File: src/rtl/core/irmfr_pkg.sv
// Package for the IR Manchester frame receiver: field widths, register
// indexes, register reset values and parameter defaults.
// No dependencies.
`default_nettype none

package irmfr_pkg;

  // Parameter defaults
  localparam int unsigned MAX_BITS_DEF   = 16;
  localparam int unsigned TICK_WIDTH_DEF = 16;

  // Fixed field widths
  localparam int unsigned MSG_W      = 16;
  localparam int unsigned BITT_W     = 16;
  localparam int unsigned TOL_W      = 15;
  localparam int unsigned TBITS_W    = 5;
  localparam int unsigned CFG_IDX_W  = 3;
  localparam int unsigned CFG_DATA_W = 16;

  // Configuration register indexes
  typedef enum logic [CFG_IDX_W-1:0] {
    REG_ENABLE       = 3'd0,
    REG_BIT_TICKS    = 3'd1,
    REG_TOLERANCE    = 3'd2,
    REG_TOTAL_BITS   = 3'd3,
    REG_ACTIVE_LEVEL = 3'd4
  } cfg_reg_t;

  // Register reset values
  localparam logic [BITT_W-1:0]  BIT_TICKS_RST  = 16'd1778;
  localparam logic [TOL_W-1:0]   TOLERANCE_RST  = 15'd200;
  localparam logic [TBITS_W-1:0] TOTAL_BITS_RST = 5'd12;

endpackage

`default_nettype wire

File: src/rtl/core/ir_manchester_frame_receiver.sv
// IR Manchester frame receiver top level: start-pulse qualification, timed
// bit sampling and the output result register.
// Depends on irmfr_pkg.
//
//  channel | ports                               | direction | beat
//  --------+-------------------------------------+-----------+---------------------
//  in      | in_valid, in_stall, in_ir_level     | input     | one tick of pin level
//  out     | out_valid, out_stall, out_message   | output    | one received frame
//  cfg     | cfg_we, cfg_index, cfg_wdata        | input     | one register write
//
// One tick is taken per clock while in_stall is low; its effect on the counters
// and state machine is registered at the accepting edge, and a finished frame
// shows on out from the output register in the cycle after that tick.
// in_stall is high only while a frame waits in the output register and the
// sink stalls it. Reset (rst_n low, synchronous) clears state, counters and
// the output valid, and loads the register defaults.
`default_nettype none

module ir_manchester_frame_receiver #(
  parameter int unsigned MAX_BITS   = irmfr_pkg::MAX_BITS_DEF,
  parameter int unsigned TICK_WIDTH = irmfr_pkg::TICK_WIDTH_DEF
) (
  input  wire                                clk,
  input  wire                                rst_n,
  // tick input
  input  wire                                in_valid,
  output logic                               in_stall,
  input  wire                                in_ir_level,
  // frame output
  output logic                               out_valid,
  input  wire                                out_stall,
  output logic [irmfr_pkg::MSG_W-1:0]        out_message,
  // configuration
  input  wire                                cfg_we,
  input  wire  [irmfr_pkg::CFG_IDX_W-1:0]    cfg_index,
  input  wire  [irmfr_pkg::CFG_DATA_W-1:0]   cfg_wdata
);

  localparam int unsigned CMP_W  = ((TICK_WIDTH > irmfr_pkg::BITT_W) ?
                                    TICK_WIDTH : irmfr_pkg::BITT_W) + 1;
  localparam int unsigned BI_W   = $clog2(MAX_BITS + 1);
  localparam int unsigned LEN_W  = ((BI_W > irmfr_pkg::TBITS_W) ?
                                    BI_W : irmfr_pkg::TBITS_W) + 1;
  localparam int unsigned WIDE_W = (MAX_BITS > irmfr_pkg::MSG_W) ?
                                   MAX_BITS : irmfr_pkg::MSG_W;

  typedef enum logic [1:0] {
    PH_IDLE,
    PH_START2,
    PH_DATA
  } phase_t;

  // configuration registers
  logic                            enable_r;
  logic [irmfr_pkg::BITT_W-1:0]    bit_ticks_r;
  logic [irmfr_pkg::TOL_W-1:0]     tolerance_r;
  logic [irmfr_pkg::TBITS_W-1:0]   total_bits_r;
  logic                            active_level_r;

  // receiver state
  phase_t                  phase_r, phase_nxt;
  logic                    last_level_r, last_level_nxt;
  logic [TICK_WIDTH-1:0]   pulse_width_r, pulse_width_nxt;
  logic [TICK_WIDTH-1:0]   countdown_r, countdown_nxt;
  logic [BI_W-1:0]         bit_index_r, bit_index_nxt;
  logic [MAX_BITS-1:0]     shift_word_r, shift_word_nxt;

  // output register
  logic                          out_valid_r, out_valid_nxt;
  logic [irmfr_pkg::MSG_W-1:0]   out_message_r, out_message_nxt;

  logic                    in_accept;
  logic                    out_take;
  logic                    act;
  logic                    frame_done;

  logic [CMP_W-1:0]        w_ext, tol_ext, half_ext, tmax_ext;
  logic [CMP_W-1:0]        bit_ext, qtr3_ext;
  logic [irmfr_pkg::BITT_W+1:0] three_bits;
  logic                    width_ok;
  logic [TICK_WIDTH-1:0]   bit_load, qtr3_load;
  logic [LEN_W-1:0]        frame_len, idx_ext;
  logic [WIDE_W-1:0]       shift_wide;

  // handshake
  assign out_take  = out_valid_r && !out_stall;
  assign in_stall  = out_valid_r && out_stall;
  assign in_accept = in_valid && !in_stall;
  assign out_valid   = out_valid_r;
  assign out_message = out_message_r;

  assign act = (in_ir_level == active_level_r);

  // start pulse window: half - tol < w < half + tol, done without negatives
  assign w_ext    = CMP_W'(pulse_width_r);
  assign tol_ext  = CMP_W'(tolerance_r);
  assign half_ext = CMP_W'(bit_ticks_r[irmfr_pkg::BITT_W-1:1]);
  assign width_ok = ((w_ext + tol_ext) > half_ext) && (w_ext < (half_ext + tol_ext));

  // countdown loads, clamped to the tick counter range
  assign tmax_ext   = CMP_W'({TICK_WIDTH{1'b1}});
  assign bit_ext    = CMP_W'(bit_ticks_r);
  assign three_bits = {1'b0, bit_ticks_r, 1'b0} + {2'b00, bit_ticks_r};
  assign qtr3_ext   = CMP_W'(three_bits[irmfr_pkg::BITT_W+1:2]);
  assign bit_load   = (bit_ext > tmax_ext) ? {TICK_WIDTH{1'b1}} :
                      bit_ext[TICK_WIDTH-1:0];
  assign qtr3_load  = (qtr3_ext > tmax_ext) ? {TICK_WIDTH{1'b1}} :
                      qtr3_ext[TICK_WIDTH-1:0];

  // frame length, saturated to the shift register size
  assign frame_len = (LEN_W'(total_bits_r) > LEN_W'(MAX_BITS)) ?
                     LEN_W'(MAX_BITS) : LEN_W'(total_bits_r);
  assign idx_ext   = LEN_W'(bit_index_r);

  assign shift_wide = WIDE_W'(shift_word_r);

  // receiver next state for one tick
  always_comb begin
    phase_nxt       = phase_r;
    last_level_nxt  = last_level_r;
    pulse_width_nxt = pulse_width_r;
    countdown_nxt   = countdown_r;
    bit_index_nxt   = bit_index_r;
    shift_word_nxt  = shift_word_r;
    frame_done      = 1'b0;

    if (!enable_r) begin
      phase_nxt       = PH_IDLE;
      pulse_width_nxt = '0;
      last_level_nxt  = in_ir_level;
    end else begin
      last_level_nxt = in_ir_level;
      unique case (phase_r)
        PH_START2, PH_DATA: begin
          if (countdown_r > TICK_WIDTH'(1)) begin
            countdown_nxt = countdown_r - TICK_WIDTH'(1);
          end else if (phase_r == PH_START2) begin
            // second start bit must be at the active level
            if (act) begin
              phase_nxt     = PH_DATA;
              countdown_nxt = bit_load;
            end else begin
              phase_nxt       = PH_IDLE;
              pulse_width_nxt = '0;
            end
          end else if (idx_ext >= frame_len) begin
            frame_done      = 1'b1;
            phase_nxt       = PH_IDLE;
            pulse_width_nxt = '0;
          end else begin
            // timed data sample, LSB first
            for (int i = 0; i < MAX_BITS; i++) begin
              if (act && (idx_ext == LEN_W'(i))) begin
                shift_word_nxt[i] = 1'b1;
              end
            end
            bit_index_nxt = bit_index_r + BI_W'(1);
            countdown_nxt = bit_load;
          end
        end
        default: begin
          phase_nxt = PH_IDLE;
          if (in_ir_level != last_level_r) begin
            if (act) begin
              pulse_width_nxt = TICK_WIDTH'(1);
            end else if (width_ok) begin
              phase_nxt      = PH_START2;
              countdown_nxt  = qtr3_load;
              bit_index_nxt  = '0;
              shift_word_nxt = '0;
            end
          end else if (act && (pulse_width_r != {TICK_WIDTH{1'b1}})) begin
            pulse_width_nxt = pulse_width_r + TICK_WIDTH'(1);
          end
        end
      endcase
    end
  end

  // output register next value
  always_comb begin
    out_valid_nxt   = out_valid_r && !out_take;
    out_message_nxt = out_message_r;
    if (in_accept && frame_done) begin
      out_valid_nxt   = 1'b1;
      out_message_nxt = shift_wide[irmfr_pkg::MSG_W-1:0];
    end
  end

  // configuration writes
  always_ff @(posedge clk) begin
    if (!rst_n) begin
      enable_r       <= 1'b0;
      bit_ticks_r    <= irmfr_pkg::BIT_TICKS_RST;
      tolerance_r    <= irmfr_pkg::TOLERANCE_RST;
      total_bits_r   <= irmfr_pkg::TOTAL_BITS_RST;
      active_level_r <= 1'b0;
    end else if (cfg_we) begin
      unique case (cfg_index)
        irmfr_pkg::REG_ENABLE:       enable_r       <= cfg_wdata[0];
        irmfr_pkg::REG_BIT_TICKS:    bit_ticks_r    <= cfg_wdata[irmfr_pkg::BITT_W-1:0];
        irmfr_pkg::REG_TOLERANCE:    tolerance_r    <= cfg_wdata[irmfr_pkg::TOL_W-1:0];
        irmfr_pkg::REG_TOTAL_BITS:   total_bits_r   <= cfg_wdata[irmfr_pkg::TBITS_W-1:0];
        irmfr_pkg::REG_ACTIVE_LEVEL: active_level_r <= cfg_wdata[0];
        default: ;
      endcase
    end
  end

  // state and output registers
  always_ff @(posedge clk) begin
    if (!rst_n) begin
      phase_r       <= PH_IDLE;
      last_level_r  <= 1'b1;
      pulse_width_r <= '0;
      countdown_r   <= '0;
      bit_index_r   <= '0;
      shift_word_r  <= '0;
      out_valid_r   <= 1'b0;
    end else begin
      if (in_accept) begin
        phase_r       <= phase_nxt;
        last_level_r  <= last_level_nxt;
        pulse_width_r <= pulse_width_nxt;
        countdown_r   <= countdown_nxt;
        bit_index_r   <= bit_index_nxt;
        shift_word_r  <= shift_word_nxt;
      end
      out_valid_r <= out_valid_nxt;
    end
  end

  always_ff @(posedge clk) begin
    out_message_r <= out_message_nxt;
  end

  // a new frame appears only from a tick taken in the data phase
  a_frame_from_data: assert property (@(posedge clk) disable iff (!rst_n)
    $rose(out_valid_r) |-> $past(in_accept) && ($past(phase_r) == PH_DATA))
    else $error("frame emitted outside the data phase");

  // the bit counter never passes the shift register size
  a_index_bound: assert property (@(posedge clk) disable iff (!rst_n)
    LEN_W'(bit_index_r) <= LEN_W'(MAX_BITS))
    else $error("bit index past shift register");

  // input is held back only by a waiting, stalled frame
  a_stall_cause: assert property (@(posedge clk) disable iff (!rst_n)
    in_stall |-> out_valid_r && out_stall)
    else $error("input stalled without a pending frame");

  // a tick that starts a frame must see an idle receiver first
  a_arm_from_idle: assert property (@(posedge clk) disable iff (!rst_n)
    (phase_r == PH_START2) && ($past(phase_r) != PH_START2) |->
    ($past(phase_r) == PH_IDLE) && $past(in_accept))
    else $error("start2 entered from a busy phase");

endmodule

`default_nettype wire

File: config.mk
export PLATFORM = sky130hd
export DESIGN_NAME = ir_manchester_frame_receiver
export DESIGN_NICKNAME = d
export VERILOG_FILES = /design/src/rtl/core/irmfr_pkg.sv /design/src/rtl/core/ir_manchester_frame_receiver.sv
export SDC_FILE = /design/constraint.sdc
export NUM_CORES = 1
export LEC_CHECK = 0
export ABC_AREA = 1
export BUFFER_PORTS_ARGS = -buffer_cell sky130_fd_sc_hd__buf_2
export CAP_MARGIN = 20
export CORE_MARGIN = 2
export CORE_UTILIZATION = 35
export CTS_CLUSTER_DIAMETER = 80
export DETAILED_ROUTE_END_ITERATION = 12
export SLEW_MARGIN = 20
export SYNTH_ARGS = -nofsm -noshare
export SYNTH_HDL_FRONTEND = slang
export SYNTH_SLANG_ARGS = --single-unit
export TNS_END_PERCENT = 5
File: constraint.sdc
create_clock -name clk -period 3.55 [get_ports clk]
set_input_delay 0.1775 -clock clk [delete_from_list [all_inputs] [get_ports clk]]
set_output_delay 0.1775 -clock clk [all_outputs]
set_load 0.01 [all_outputs]
# Yosys cells after proc, flatten, opt, wreduce, memory -nomap -nowiden
# Index checks and enable logic that the tools add are counted.
# totals
regBits,111
inputBits,25
out_inout_bits,18
wordCells,213
# op_classes
n_addsub,6
n_lt_le_gt_ge,7
n_eq_ne,51
mux,65
n_reduce_logical,56
# ops
op,n
16-bit 2-to-1 mux,26
9-bit AND reduction,16
"5-bit by 4-bit == test with 1-bit output, second input constant",8
5-bit 2-to-1 mux,8
"2-bit != test, second input constant",19
"16-bit > comparator, second input constant",2
1-bit 2-to-1 mux,25
1-bit logical AND,23
"5-bit by 3-bit == test with 1-bit output, second input constant",4
17-bit by 16-bit adder with 18-bit output,1
16-bit by 15-bit adder with 17-bit output,1
17-bit by 15-bit > comparator with 1-bit output,1
15-bit by 15-bit adder with 16-bit output,1
"16-bit by 1-bit adder with 16-bit output, second input constant",1
"16-bit by 1-bit > comparator with 1-bit output, second input constant",1
16-bit less-than comparator,1
"16-bit != test, second input constant",1
"4-bit != test, second input constant",4
"16-bit by 1-bit subtractor with 16-bit output, second input constant",1
2-bit 2-to-1 mux,6
"5-bit by 2-bit == test with 1-bit output, second input constant",2
2-bit AND reduction,5
8-bit AND reduction,1
7-bit AND reduction,1
22 further kinds,26

# Logic depth before layout (Yosys ltp)
# logic_depth
depth_word,10
mapped_depth,27
mapped_depth_nobuf,25

# Least setup slack after synthesis
# No wires, ideal clock.
# synth_path
path_kind,reg-to-reg
startpoint,register bit_ticks_r[5] (netlist bit)
endpoint,"register shift_word_r[0], in the netlist shift_wide[0]"
setup_time_ns,0.111
arrival_time_ns,3.422
required_ns,3.439
path_slack_ns,0.017
path_stages_with_launch,26
path_buffers,2
synth_period_minus_slack_ns,3.533
path_cell_list,dfxtp_1 -> ha_1 -> inv_1 -> nor3_1 -> nand2_1 -> nand2_1 -> a21oi_1 -> o21ai_0 -> nand2_1 -> a21oi_1 -> nand3_1 -> nand2_1 -> xor2_1 -> ha_1 -> a21oi_1 -> nor2_1 -> a211oi_1 -> o21ai_0 -> a21oi_1 -> nand3_1 -> nand2_2 -> buf_6 -> nand4_2 -> nand2_2 -> buf_6 -> nor2_1
# synth_between
elab_chain_len,5
word_cells_on_any_way,6
cone_classes,1 x add/sub; 2 x order compare; 3 x reduce/logical
# synth_lines
item,line,source
start: declaration,ir_manchester_frame_receiver.sv:55,logic [irmfr_pkg::BITT_W-1:0] bit_ticks_r;
start signal: assignment,ir_manchester_frame_receiver.sv:194,bit_ticks_r <= irmfr_pkg::BIT_TICKS_RST;
start signal: assignment,ir_manchester_frame_receiver.sv:201,irmfr_pkg::REG_BIT_TICKS: bit_ticks_r <= cfg_wdata[irmfr_pkg::BITT_W-1:0];
15-bit by 15-bit adder with 16-bit output,ir_manchester_frame_receiver.sv:98,assign width_ok = ((w_ext + tol_ext) > half_ext) && (w_ext < (half_ext + tol_ext));
16-bit less-than comparator,ir_manchester_frame_receiver.sv:98,
1-bit logical AND *,ir_manchester_frame_receiver.sv:98,
2-bit nonzero test (no line) *,-,
9-bit AND reduction (no line) *,-,
end signal: assignment,ir_manchester_frame_receiver.sv:227,shift_word_r <= shift_word_nxt;
end: declaration,ir_manchester_frame_receiver.sv:66,"logic [MAX_BITS-1:0] shift_word_r, shift_word_nxt;"
# Every way passes the cells marked *; elsewhere a longest branch is shown, timed or not.
# A chain may end at the register's enable or synchronous reset.

# Worst setup path in the final report
# layout_path
startpoint,register tolerance_r[0] (netlist bit)
endpoint,"register shift_word_r[8], in the netlist shift_wide[8]"
# layout_between
elab_chain_len,5
word_cells_on_any_way,7
cone_classes,2 x add/sub; 2 x order compare; 3 x reduce/logical
# layout_lines
item,line,source
start: declaration,ir_manchester_frame_receiver.sv:56,logic [irmfr_pkg::TOL_W-1:0] tolerance_r;
start signal: assignment,ir_manchester_frame_receiver.sv:195,tolerance_r <= irmfr_pkg::TOLERANCE_RST;
start signal: assignment,ir_manchester_frame_receiver.sv:202,irmfr_pkg::REG_TOLERANCE: tolerance_r <= cfg_wdata[irmfr_pkg::TOL_W-1:0];
16-bit by 15-bit adder with 17-bit output or 15-bit by 15-bit adder with 16-bit output (tied branches),ir_manchester_frame_receiver.sv:98,
17-bit by 15-bit > comparator with 1-bit output or 16-bit less-than comparator (tied branches),ir_manchester_frame_receiver.sv:98,
1-bit logical AND *,ir_manchester_frame_receiver.sv:98,
2-bit nonzero test (no line) *,-,
9-bit AND reduction (no line) *,-,
# Marks and branches as above.

==> results.md <==
* Run status: complete, but fails checks
* Failing checks: setup timing
* Max Cap Violations at 0
* Crit Path Category: register to register
* Finished Core Util at 42.6%
* Power density over the cells at 293 nW/um2
* Initial DRC Count at roughly 500
* H-tree levels at 3
* Syn Nets at 1388
* Final Setup Violations at 37
* Nature of the critical path startpoint: register
* Largest net degree at the start of global routing at 32
* Most frequent cells in the layout: nand2_1, inv_1, nor2_1, a21oi_1
* Num CTS Buffers at 9
* Slew Viols, Final at 0
* Placer Congestion at 0.905
* Die Footprint at 26100 um2
* Fin crit period at 3650 ps
* WL/cell at roughly 14 um
* Reg clk slew, reported paths at ~90 ps
* Starting Density at 35.7%
* CP endpoint kind: register
* DRT Pass-1 Iters at 5
* Crit-path slowest cell: dfxtp_2
* Synth Cell Area at 8690 um2
* Final Cell Area at 10300 um2
* Vias at 8424
* Die Height at 162 um
* FMAX at roughly 270 MHz
* Antenna Nets Post-Route at 0
* Fin Hold WS at about 58 ps
* RSZ-0062 raised after global routing: yes
* Synth Instances at 1269
* Worst-skew pair later-pin latency at 370 ps
* # diodes at 0
* CTS tree: built
* Row count at 57
* Core Area at about 24000 um2
* Dpl cell area at 9790 um2
* Finished Layout Cells at 1709
* CP dominant cell by count: nand2_1
* Final Cycle Share at 103%
* Final hold vios at 0
* Yosys top cell by area: dfxtp_1
* Register area share after synthesis at between 20% and 30%
* DRC viols at 0
* Vias in the first global route at 8014
* Root Driver: clkbuf_16
* Share of post-route cells with drive strength above 1 at 15.8%
* Synth warn at 0
* Nets@finish at ~1500
* Initial antenna violation count at 0
* Worst slew margin at 58.4%
* Area Overhead vs Synth at 19.1%
* Total GRT Usage at approximately a fifth
* Clock sink count at 111
* Yosys cell types at 59
* Crit path setup slack, layout at -95.2 ps
* Clock buffer depth at 2
* Synth top area share at between 20% and 30%
* Mapped Avg Cell Area at 6.85 um2
* Filler Cell Count at 2510
* Most common cell after layout, fill and taps aside: nand2_1
* Die width at 162 um
* Final HPWL DP at 19.1 mm
* Grt total ovfl at 0
* Worst Skew at 14.8 ps
* Data required, critical path at 3830 ps
* Drt total wl at 24.2 mm
* Worst slew pin tran at 624 ps
* DP Cell Count at about 1700
* Top cells by area, synth: dfxtp_1, ha_1, nand2_1
* Maximum vdd drop at between 150 and 200 uV
* Leak at 4.88 nW
* Crit path arrival time at between 3000 and 4000 ps
* Avg Vias per Cell at just under 5
* First-pass GRT wire length at 39.9 mm
* # port buffers at 42
* Max FO, Critical Path at 10
* # IOs at 43
* Slowest cell delay on critical path at between 300 and 400 ps
* #FFs+latches synth at 111
* Hold crit path type: input port to register
state kept, by name, indices dropped and copies added, names as in the netlist:
register	flops
out_message	16
total_bits_r	5
active_level_r	1
shift_wide	16
last_level_r	1
out_valid	1
phase_r	2
bit_ticks_r	16
countdown_r	16
tolerance_r	15
bit_index_r	5
enable_r	1
pulse_width_r	16
power by group:
group	switching (mW)	leakage, nW	internal [mW]	total (mW)
Clock	0.581	0.153	0.517	1.10
Sequential	0.0203	0.919	1.29	1.31
Combinational	0.380	3.81	0.244	0.624
Total	0.981	4.88	2.05	3.03
synthesized netlist by cell type, drive strengths merged:
cell / number
nand2: 252
inv: 180
nor2: 148
a21oi: 123
dfxtp: 95
ha: 91
o21ai: 91
nand3: 87
nor3: 36
xor2: 28
nand4: 20
buf: 17
edfxtp: 16
clkbuf: 15
o211ai: 13
xnor2: 10
a211oi: 5
a31oi: 5
o21a: 5
o21bai: 5
fa: 3
nor3b: 3
nor4: 3
o31ai: 3
a31o: 2
clkinv: 2
o22ai: 2
a21boi: 1
a21o: 1
a221oi: 1
a311oi: 1
and2: 1
nand3b: 1
o2111ai: 1
o221ai: 1
o311ai: 1
per-stage QoR:
stage               setup slack (ps)  power [mW]  TNS (ps)
finish                         -95.2        3.03     -2170
floorplan                       17.0        1.73         0
detailed placement              -235        1.92     -6430
global route                    -384        3.18    -13070
CTS                            -93.4        3.04     -2460
global placement                -182        1.92     -5200
layout make-up:
| class | count | area (um2) | share of cell area (%) |
|---|---|---|---|
| multi-input cells | 944 | 5570 | 53.8 |
| flip-flops and latches | 111 | 2390 | 23.1 |
| repair buffers | 132 | 976 | 9.43 |
| inverters | 182 | 686 | 6.63 |
| well taps | 324 | 405 | 3.92 |
| clock buffers | 9 | 225 | 2.18 |
| clock inverters | 7 | 91.3 | 0.883 |
critical path, delay by kind of cell (launching register included):
kind / cells / cell delay [ps]
AND/OR/NAND/NOR: 13 / 1260
adder cells (fa/ha/maj): 3 / 780
buffers and inverters: 5 / 590
AO/OA/AOI/OAI: 4 / 450
flip-flops: 1 / 350
XOR/XNOR: 1 / 130
routing by layer:
layer	part of all wire, %	track usage [%]
met1	47	24.5
met2	49	33.4
met3	2.9	2.18
met4	1.6	5.03
met5	0	0
worst paths after layout:
check	from	endpoint	slack, ps	depth (start not counted)
setup / recovery	tolerance_r[0]	shift_wide[8]	-100	26
hold / removal	cfg_wdata[11]	tolerance_r[11]	60	3
setup reg to reg	tolerance_r[0]	shift_wide[8]	-100	26
hold reg to reg	shift_wide[1]	out_message[1]	440	0
what timing repair did:
action,CTS,global route
resized for setup,16,32
hold endpoints to repair,0,0
pin swaps,2,19
cloned,1,0
hold buffers,0,0
setup buffers,1,3
setup endpoints to repair,37,37
logic make-up after synthesis:
| logic type | after synthesis | share of synthesized area [%] |
|---|---|---|
| AO/OA/AOI/OAI | 261 | 17.2 |
| AND/OR/NAND/NOR | 551 | 27.7 |
| flip-flops | 111 | 27.4 |
| buffers and inverters | 214 | 10.1 |
| XOR/XNOR | 38 | 3.92 |
| adder cells (fa/ha/maj) | 94 | 13.8 |
(Power assumes the default switching activity.)
